===== config.mk =====
export PLATFORM = sky130hd
export DESIGN_NAME = fft2_cmul
export DESIGN_NICKNAME = d
export VERILOG_FILES = /design/src/rtl/fft2_pkg.sv /design/src/rtl/fft2_cmul.sv
export SDC_FILE = /design/constraint.sdc
export NUM_CORES = 1
export LEC_CHECK = 0
export ABC_AREA = 1
export BUFFER_PORTS_ARGS = -buffer_cell sky130_fd_sc_hd__buf_2
export CAP_MARGIN = 20
export CORE_MARGIN = 1.5
export CORE_UTILIZATION = 35
export CTS_CLUSTER_DIAMETER = 60
export DETAILED_ROUTE_END_ITERATION = 8
export PLACE_DENSITY_LB_ADDON = 0.15
export SLEW_MARGIN = 25
export SYNTH_ARGS = -nofsm -noshare
export SYNTH_HDL_FRONTEND = slang
export SYNTH_SLANG_ARGS = --single-unit
export TNS_END_PERCENT = 50

===== constraint.sdc =====
create_clock -name aclk -period 10.3 [get_ports aclk]
set_clock_uncertainty 0.15 [all_clocks]
set_input_delay 0.515 -clock aclk [delete_from_list [all_inputs] [get_ports aclk]]
set_output_delay 0.515 -clock aclk [all_outputs]
set_load 0.01 [all_outputs]

===== src/rtl/fft2_pkg.sv =====
// Shared types and constants for the radix-2 FFT butterfly stage core.
// Used by the top level, the complex multiplier, and the port checker.
// No dependencies.
package fft2_pkg;

    // Default values for the top-level parameters.
    localparam int MAX_POINTS_DEF   = 1024;
    localparam int SAMPLE_WIDTH_DEF = 16;

    // Fixed field widths of the stream payloads.
    localparam int INDEX_W   = 10;
    localparam int FIELD_W   = 16;
    localparam int S_TDATA_W = 48;
    localparam int S_TUSER_W = 2;
    localparam int M_TDATA_W = 48;

    // Bit offsets inside tdata (same layout on both sides).
    localparam int IDX_LSB  = 0;
    localparam int REAL_LSB = INDEX_W;
    localparam int IMAG_LSB = INDEX_W + FIELD_W;

    // Configuration register widths and the write port.
    localparam int COUNT_W    = 11;
    localparam int HALF_W     = 10;
    localparam int CFG_IDX_W  = 3;
    localparam int CFG_DATA_W = 16;

    // Loop counter width: i stays below the point count (at most 2047) before a
    // span of at most 2047 is added, so twelve bits always suffice.
    localparam int CNT_W = 12;

    // Q1.15 arithmetic.
    localparam int Q_SHIFT = 15;
    localparam int TW_MAX  = 32767;

    // Register indexes on the configuration port.
    localparam logic [CFG_IDX_W-1:0] REG_POINT_COUNT = 3'd0;
    localparam logic [CFG_IDX_W-1:0] REG_STAGE_SPAN  = 3'd1;
    localparam logic [CFG_IDX_W-1:0] REG_HALF_SPAN   = 3'd2;
    localparam logic [CFG_IDX_W-1:0] REG_STEP_REAL   = 3'd3;
    localparam logic [CFG_IDX_W-1:0] REG_STEP_IMAG   = 3'd4;

    // Reset values of the configuration registers.
    localparam logic [COUNT_W-1:0]           POINT_COUNT_RST = 11'd1024;
    localparam logic [COUNT_W-1:0]           STAGE_SPAN_RST  = 11'd2;
    localparam logic [HALF_W-1:0]            HALF_SPAN_RST   = 10'd1;
    localparam logic signed [FIELD_W-1:0]    STEP_REAL_RST   = -16'sd32768;
    localparam logic signed [FIELD_W-1:0]    STEP_IMAG_RST   = 16'sd0;

    // Unity twiddle is held as the largest Q1.15 value.
    localparam logic signed [FIELD_W-1:0]    TW_ONE = 16'sd32767;

    // Input action codes carried on s_tuser.
    typedef enum logic [1:0] {
        ACT_WRITE = 2'd0,
        ACT_RUN   = 2'd1,
        ACT_READ  = 2'd2
    } action_t;

endpackage


===== src/rtl/fft2_cmul.sv =====
// Iterative complex multiplier with Q1.15 rounding: one shared multiplier,
// four partial products formed in turn. Depends on fft2_pkg.
module fft2_cmul import fft2_pkg::*; #(
    parameter int XW = 16
) (
    input  logic                      aclk,
    input  logic                      aresetn,
    input  logic                      start,
    input  logic signed [XW-1:0]      x_re,
    input  logic signed [XW-1:0]      x_im,
    input  logic signed [FIELD_W-1:0] y_re,
    input  logic signed [FIELD_W-1:0] y_im,
    output logic                      done,
    output logic signed [XW+2:0]      re_out,
    output logic signed [XW+2:0]      im_out
);

    localparam int PW   = XW + FIELD_W;
    localparam int ACCW = PW + 2;
    localparam logic signed [ACCW-1:0] HALF = ACCW'(1) <<< (Q_SHIFT - 1);

    typedef enum logic [2:0] {
        CM_IDLE,
        CM_P0,
        CM_P1,
        CM_P2,
        CM_P3,
        CM_ACC
    } cm_state_t;

    cm_state_t                state_reg, state_next;
    logic                     done_reg, done_next;
    logic signed [XW-1:0]     xr_reg, xi_reg;
    logic signed [FIELD_W-1:0] yr_reg, yi_reg;
    logic signed [PW-1:0]     prod_reg, prod_next;
    logic signed [ACCW-1:0]   acc_re_reg, acc_re_next;
    logic signed [ACCW-1:0]   acc_im_reg, acc_im_next;
    logic signed [XW-1:0]     x_sel;
    logic signed [FIELD_W-1:0] y_sel;
    logic signed [ACCW-1:0]   prod_ext;

    // Operand selection for the shared multiplier.
    assign x_sel    = (state_reg == CM_P0 || state_reg == CM_P2) ? xr_reg : xi_reg;
    assign y_sel    = (state_reg == CM_P0 || state_reg == CM_P3) ? yr_reg : yi_reg;
    assign prod_ext = ACCW'(prod_reg);

    // Sequencer: form a product, accumulate it in the next cycle.
    always_comb begin
        state_next  = state_reg;
        done_next   = 1'b0;
        prod_next   = prod_reg;
        acc_re_next = acc_re_reg;
        acc_im_next = acc_im_reg;
        case (state_reg)
            CM_IDLE: begin
                if (start) begin
                    state_next = CM_P0;
                end
            end
            CM_P0: begin
                prod_next  = x_sel * y_sel;
                state_next = CM_P1;
            end
            CM_P1: begin
                prod_next   = x_sel * y_sel;
                acc_re_next = prod_ext + HALF;
                state_next  = CM_P2;
            end
            CM_P2: begin
                prod_next   = x_sel * y_sel;
                acc_re_next = acc_re_reg - prod_ext;
                state_next  = CM_P3;
            end
            CM_P3: begin
                prod_next   = x_sel * y_sel;
                acc_im_next = prod_ext + HALF;
                state_next  = CM_ACC;
            end
            CM_ACC: begin
                acc_im_next = acc_im_reg + prod_ext;
                done_next   = 1'b1;
                state_next  = CM_IDLE;
            end
            default: begin
                state_next = CM_IDLE;
            end
        endcase
    end

    always_ff @(posedge aclk) begin
        if (!aresetn) begin
            state_reg <= CM_IDLE;
            done_reg  <= 1'b0;
        end else begin
            state_reg <= state_next;
            done_reg  <= done_next;
        end
        prod_reg   <= prod_next;
        acc_re_reg <= acc_re_next;
        acc_im_reg <= acc_im_next;
        if (state_reg == CM_IDLE && start) begin
            xr_reg <= x_re;
            xi_reg <= x_im;
            yr_reg <= y_re;
            yi_reg <= y_im;
        end
    end

    // The rounding half is already in the sums; the floor is a plain shift.
    assign done   = done_reg;
    assign re_out = acc_re_reg[ACCW-1:Q_SHIFT];
    assign im_out = acc_im_reg[ACCW-1:Q_SHIFT];

endmodule


==> results of run 1 <==
Yosys cell counts, drive strengths merged:
library cell and number:
and3 2, nor3b 2, o21a 2, nor3 14
clkinv 2, or2 21, nand2 681, a22oi 1
xor2 42, a21boi 2, nor2 283, fa 264
a211oi 1, buf 58, nand3b 14, a31oi 5
nor4 11, ha 149, mux2i 1, o21bai 20
a21o 2, edfxtp 164, o2111ai 1, nand4 31
a21oi 98, dfxtp 4, o21ai 120, inv 573
nand3 108, xnor2 29, clkbuf 18
placed cells by master (no fill, tap or decap), types with 15 or more instances in the layout:
| cell type | instances |
|---|---|
| nand2_1 | 681 |
| inv_1 | 557 |
| nor2_1 | 278 |
| fa_1 | 264 |
| edfxtp_1 | 164 |
| ha_1 | 149 |
| nand3_1 | 108 |
| buf_2 | 105 |
| a21oi_1 | 98 |
| o21ai_0 | 95 |
| xor2_1 | 42 |
| nand4_1 | 31 |
| xnor2_1 | 29 |
| o21ai_2 | 23 |
| o21bai_1 | 20 |
| clkbuf_16 | 17 |
| inv_2 | 15 |
metal layers:
| metal | routed length, um | track usage | up-vias |
|---|---|---|---|
| met5 | 0 | 0 | - |
| met4 | 2173 | 0.07676 | 0 |
| met3 | 2556 | 0.03023 | 86 |
| met2 | 33430 | 0.3931 | 387 |
| met1 | 27500 | 0.2563 | 8482 |
| li1 | - | - | 8491 |
worst max-delay path: cells and delay by family (launching register included):
kind | cells | cell delay (ns)
DFF | 1 | 0.47
AOI/OAI and AO/OA | 5 | 1.48
and+or+nand+nor | 5 | 0.81
adders and majority gates | 7 | 3.79
buffers and inverters | 7 | 1.25
final timing paths:
path                       from             to  slack [ns]
hold reg to reg   acc_im_reg[0]  acc_im_reg[0]        0.49
hold / removal         y_re[12]     yr_reg[12]        0.05
setup / recovery   state_reg[2]   prod_reg[30]        2.06
setup reg to reg   state_reg[2]   prod_reg[30]        2.06
through the flow:
step | instances | cell area, um2 | hold WS, ns | utilization
2_1_floorplan | 2723 | 21650 | 0.4062 | -
3_3_place_gp | 3548 | 22790 | 0.4650 | 0.3754
3_5_place_dp | 3549 | 22820 | 0.4768 | 0.3759
4_1_cts | 3580 | 23420 | 0.008822 | 0.3858
5_1_grt | 3580 | 23420 | 0.02176 | 0.3858
6_report | 3580 | 23420 | 0.04978 | 0.3858
kinds of logic after synthesis:
| group | count (synthesis) | synth area share |
|---|---|---|
| and+or+nand+nor | 1167 | 0.2201 |
| buffers and inverters | 651 | 0.1228 |
| adders and majority gates | 413 | 0.3302 |
| AOI/OAI and AO/OA | 252 | 0.06646 |
| DFF | 168 | 0.2312 |
| xor gates and xnor gates | 71 | 0.02872 |
| muxes | 1 | 0.0004624 |
area by class of cell:
cell class	count	area, um2	area share
Clock buffer	19	432.9	0.01849
Multi-Input combinational cell	1904	14010	0.5984
Inverter	575	2161	0.09227
Clock inverter	12	168.9	0.007213
Tap cell	782	978.4	0.04178
Timing Repair Buffer	120	658.1	0.02810
Sequential cell	168	5005	0.2137
==> results_tabular.tex, run 1 <==
\begin{tabular}{lr}
\hline
Metric & Value \\
\hline
\multicolumn{2}{l}{\textbf{Status}} \\
Result of the run & complete, no violations \\
\multicolumn{2}{l}{\textbf{Place}} \\
Pre-CTS WS & 2.087 ns \\
RD Place Congestion & 0.9223 \\
HPWL reported at the end of detailed placement & 55850 um \\
IO Port Bufs & 105 \\
\multicolumn{2}{l}{\textbf{Synthesis}} \\
Area share of the largest cell type after synthesis & 0.2441 \\
Synth warnings & 0 \\
Seq cells post-synth & 168 \\
Portion of the post-synthesis area used by sequential elements & 0.2312 \\
Post-synthesis cell count & 2723 \\
Syn Std Cell Area & 0.02165 mm2 \\
Cell type with the largest total area after synthesis & fa\_1 \\
Average instance area after synthesis & 7.951 um2 \\
Area contributors post-synth & fa\_1 (24\%), edfxtp\_1 (23\%), nand2\_1 (12\%), inv\_1 (9.7\%), ha\_1 (8.6\%) \\
Net count of the mapped netlist & 3203 \\
Number of distinct library cell variants in the gate-level netlist after synthesis & 42 \\
\multicolumn{2}{l}{\textbf{Setup path}} \\
Crit path top cell by count & inv\_1 \\
CP max FO & 29 \\
Critical path endpoint category & flip-flop \\
Data arrival time at the worst-slack endpoint & 8.33 ns \\
Critical path startpoint category & flip-flop \\
CP Cell Sequence & nor2\_4 > inv\_1 > o21ai\_0 > inv\_1 > nor2\_1 > inv\_1 > fa\_1 > inv\_1 > fa\_1 > fa\_1 > fa\_1 > inv\_1 > fa\_1 > inv\_1 > fa\_1 > ha\_1 > inv\_1 > o21bai\_1 > a31oi\_1 > o21ai\_0 > a21oi\_1 > nand2\_1 > nand2\_1 > nand2\_1 \\
Worst Path Class, Setup & flip-flop to flip-flop \\
CP required & 10.40 ns \\
Highest-delay cell along the critical path & fa\_1 \\
CP peak stage delay & 0.84 ns \\
Worst-case reg-to-reg path depth & 24 \\
\multicolumn{2}{l}{\textbf{CTS}} \\
Clock buffer depth & 2 \\
H-Tree Depth & 4 \\
Total clock buffers created by CTS & 17 \\
Clock tree root buffer cell & clkbuf\_16 \\
Total of cells resized after clock tree synthesis & 0 \\
Post-CTS Hold Buffers & 0 \\
Sink count of the clock tree & 168 \\
Insertion delay of the later-clocked pin in the worst-skew pair & 0.49 ns \\
Number of buffers added for setup after CTS & 0 \\
Clock transition at the registers of the reported paths & 0.07 ns \\
CTS tree & yes \\
\multicolumn{2}{l}{\textbf{Routing}} \\
Final routed DRC violation total & 0 \\
Wire per inst & 18.34 um \\
Detailed-route vias per instance & 4.873 \\
Routed WL & 65660 um \\
Iter 0 DRT Violations & 962 \\
Number of iterations in the first detailed-routing pass & 7 \\
Overall via count from detail\_route & 17446 \\
Final ANT Viol Nets & 0 \\
\multicolumn{2}{l}{\textbf{Die}} \\
Die height & 251.7 um \\
Starting Density & 0.3567 \\
Horizontal die dimension & 251.7 um \\
Floorplan Core Area & 0.06070 mm2 \\
Number of core rows & 90 \\
IO Pins & 106 \\
Overall die area & 0.06336 mm2 \\
\multicolumn{2}{l}{\textbf{Layout}} \\
Antenna diode count & 0 \\
FILL cells & 6359 \\
Ratio of cells with drive above 1 in the final layout & 0.07291 \\
Relative area change from synthesis to final layout & 8.166\% \\
Number of nets in the layout & 3266 \\
\multicolumn{2}{l}{\textbf{Timing}} \\
Accumulated negative setup slack & 0 ns \\
Final count of pins violating max slew & 0 \\
Number of failing hold endpoints at the final stage & 0 \\
Smallest setup slack after layout & 2.063 ns \\
Setup repair after global routing missed its margin & false \\
Max frequency & 121.4 MHz \\
Transition time of the tightest slew-check pin & 0.9289 ns \\
Relative max-transition margin & 0.3769 \\
Setup-violating endpoint count in the final report & 0 \\
Minimum period implied by the final worst setup slack & 8.237 ns \\
Share of the clock period used by the worst path & 0.7997 \\
\multicolumn{2}{l}{\textbf{Global route}} \\
Pin count of the biggest net entering global routing & 65 \\
Vias in the first global route & 18238 \\
Wire length of the first global-routing pass & 103000 um \\
Gr usage total & 0.2152 \\
Sum of overflow across all layers after global routing & 0 \\
Antenna violations before repair & 0 \\
\multicolumn{2}{l}{\textbf{Worst hold path}} \\
Hold Crit Depth & 1 \\
Hold WC Path Type & input port to flip-flop \\
\multicolumn{2}{l}{\textbf{Job}} \\
Max\_cap viols & 0 \\
\hline
\end{tabular}
Power of run 1 is left out: the tool's default activity adds up to more than one toggle a clock period on the data nets, which glitch-free logic cannot reach.
==> run 2: changes to the inputs <==
Clock period 10.3 ns to 7.4 ns, I/O delays scaled along.
==> run 2 against run 1 <==
First-iteration DRC count up 1.9%. Design area grew 4.0%. Core utilization grew 1.6 points. Largest cell class unchanged. Highest routed layer unchanged.
==> results_tabular.tex, run 2 (synthesis results as in run 1) <==
\begin{tabular}{lr}
\hline
Metric & Value \\
\hline
\multicolumn{2}{l}{\textbf{Layout}} \\
Ratio of cells with drive above 1 in the final layout & 0.08414 \\
Most frequent cells in the layout & nand2\_1 (681), inv\_1 (556), nor2\_1 (272) \\
Number of nets in the layout & 3355 \\
Leading cell type in the layout, fill and taps excluded & nand2\_1 \\
Antenna diode count & 0 \\
FILL cells & 6261 \\
Relative area change from synthesis to final layout & 12.52\% \\
Post-route standard cell area excluding fillers & 0.02436 mm2 \\
\multicolumn{2}{l}{\textbf{Routing}} \\
Routed WL & 67380 um \\
Number of iterations in the first detailed-routing pass & 5 \\
Detailed-route vias per instance & 4.849 \\
Iter 0 DRT Violations & 980 \\
Wire per inst & 18.36 um \\
Overall via count from detail\_route & 17794 \\
Final ANT Viol Nets & 0 \\
Final routed DRC violation total & 0 \\
\multicolumn{2}{l}{\textbf{Setup path}} \\
Highest-delay cell along the critical path & fa\_1 \\
Worst Path Class, Setup & flip-flop to flip-flop \\
Register-to-register setup slack & 0.36 ns \\
CP required & 7.49 ns \\
CP peak stage delay & 0.56 ns \\
Crit path top cell by count & fa\_1 \\
Origin of the worst setup path & state\_reg[0] \\
RR Startpoint & state\_reg[0] \\
Critical path endpoint category & flip-flop \\
Data arrival time at the worst-slack endpoint & 7.13 ns \\
Critical path startpoint category & flip-flop \\
CP max FO & 16 \\
CP Cell Sequence & inv\_1 > nor2\_4 > a22oi\_4 > buf\_12 > o21ai\_2 > buf\_4 > nor2\_1 > fa\_1 > inv\_1 > fa\_1 > inv\_1 > fa\_1 > fa\_1 > fa\_1 > fa\_1 > ha\_1 > a21oi\_1 > o21ai\_0 > o21bai\_2 > a31oi\_1 > nand2\_1 > nand2\_1 > nand2\_1 \\
\multicolumn{2}{l}{\textbf{CTS}} \\
H-Tree Depth & 4 \\
Sink count of the clock tree & 168 \\
Clock tree root buffer cell & clkbuf\_16 \\
Clock buffer depth & 2 \\
Clock transition at the registers of the reported paths & 0.08 ns \\
Insertion delay of the later-clocked pin in the worst-skew pair & 0.49 ns \\
Total clock buffers created by CTS & 17 \\
CTS tree & yes \\
\multicolumn{2}{l}{\textbf{Timing}} \\
Max frequency & 142.0 MHz \\
Relative max-transition margin & 0.3197 \\
Setup-violating endpoint count in the final report & 0 \\
Minimum period implied by the final worst setup slack & 7.044 ns \\
Setup repair after global routing missed its margin & true \\
Final count of pins violating max slew & 0 \\
Transition time of the tightest slew-check pin & 1.014 ns \\
Share of the clock period used by the worst path & 0.9519 \\
Number of failing hold endpoints at the final stage & 0 \\
Smallest setup slack after layout & 0.3557 ns \\
\multicolumn{2}{l}{\textbf{Die}} \\
Floorplan Core Area & 0.06070 mm2 \\
Number of core rows & 90 \\
Starting Density & 0.3567 \\
Overall die area & 0.06336 mm2 \\
Die height & 251.7 um \\
Horizontal die dimension & 251.7 um \\
IO Pins & 106 \\
\multicolumn{2}{l}{\textbf{Worst hold path}} \\
Worst min-delay path startpoint & start \\
Hold WC Path Type & input port to flip-flop \\
\multicolumn{2}{l}{\textbf{Global route}} \\
Sum of overflow across all layers after global routing & 0 \\
Antenna violations before repair & 0 \\
Vias in the first global route & 19027 \\
Gr usage total & 0.2222 \\
Pin count of the biggest net entering global routing & 65 \\
Wire length of the first global-routing pass & 106300 um \\
\multicolumn{2}{l}{\textbf{Place}} \\
Placed Instance Area & 0.02300 mm2 \\
Pre-CTS WS & 0.1815 ns \\
RD Place Congestion & 0.9371 \\
HPWL reported at the end of detailed placement & 56620 um \\
IO Port Bufs & 105 \\
\multicolumn{2}{l}{\textbf{Status}} \\
Result of the run & complete, no violations \\
\multicolumn{2}{l}{\textbf{Job}} \\
Max\_cap viols & 0 \\
\hline
\end{tabular}
-- run 2: changes by cell type in the layout (fill, tap and decap cells not counted), sizes merged --
cell / previous run / this run
clkinvlp: 3 / 0
inv: 577 / 579
bufinv: 3 / 0
clkbuf: 19 / 18
dlygate4sd3: 0 / 65
buf: 120 / 144
clkinv: 4 / 10
-- run 2: worst paths after layout --
path | to | depth (start not counted)
max | prod_reg[29] | 23
min reg2reg | acc_im_reg[0] | 3
max reg2reg | prod_reg[29] | 23
min | state_reg[0] | 5
-- run 2: what timing repair did --
action | 4_1_cts | 5_1_grt
buffers inserted | 0 | 2
hold endpoints to repair | 68 | 0
setup endpoints to repair | 0 | 14
resized for setup | 0 | 23
hold buffers | 65 | 0
-- run 2: critical path, delay by kind of cell, from the launching register on --
family / cells / cell delay, ns
compound gates: 6 / 1.55
fa+ha+maj: 7 / 3.41
buf+inv: 5 / 0.68
simple gates: 5 / 0.53
flops: 1 / 0.46
-- run 2: final cells by class --
type	count	area, um2	area share
multi-input combinational	1904	14120	0.5797
clock inverter	14	138.9	0.005701
timing repair buffer	209	1526	0.06266
inverter	575	2161	0.08871
tap	782	978.4	0.04017
clock buffer	18	429.2	0.01762
sequential	168	5005	0.2055
-- run 2: per-stage QoR --
stage	util	instances	TNS, ns	hold slack (ns)
after floorplan	-	2723	0	0.3189
after global placement	0.3789	3570	0	0.3959
after detailed placement	0.3789	3570	0	0.3981
after CTS	0.3990	3667	0	0.07129
after global routing	0.4013	3670	-0.01039	0.1916
final	0.4013	3670	0	0.1211
-- run 2: routing by layer --
| metal | vias to the layer above | GRT usage | share of wire |
|---|---|---|---|
| li1 | 8699 | - | - |
| met1 | 8575 | 0.2600 | 0.42 |
| met2 | 416 | 0.4075 | 0.51 |
| met3 | 104 | 0.02548 | 0.033 |
| met4 | 0 | 0.09759 | 0.040 |
| met5 | - | 0 | 0 |
Power of run 2 is left out for the same reason.
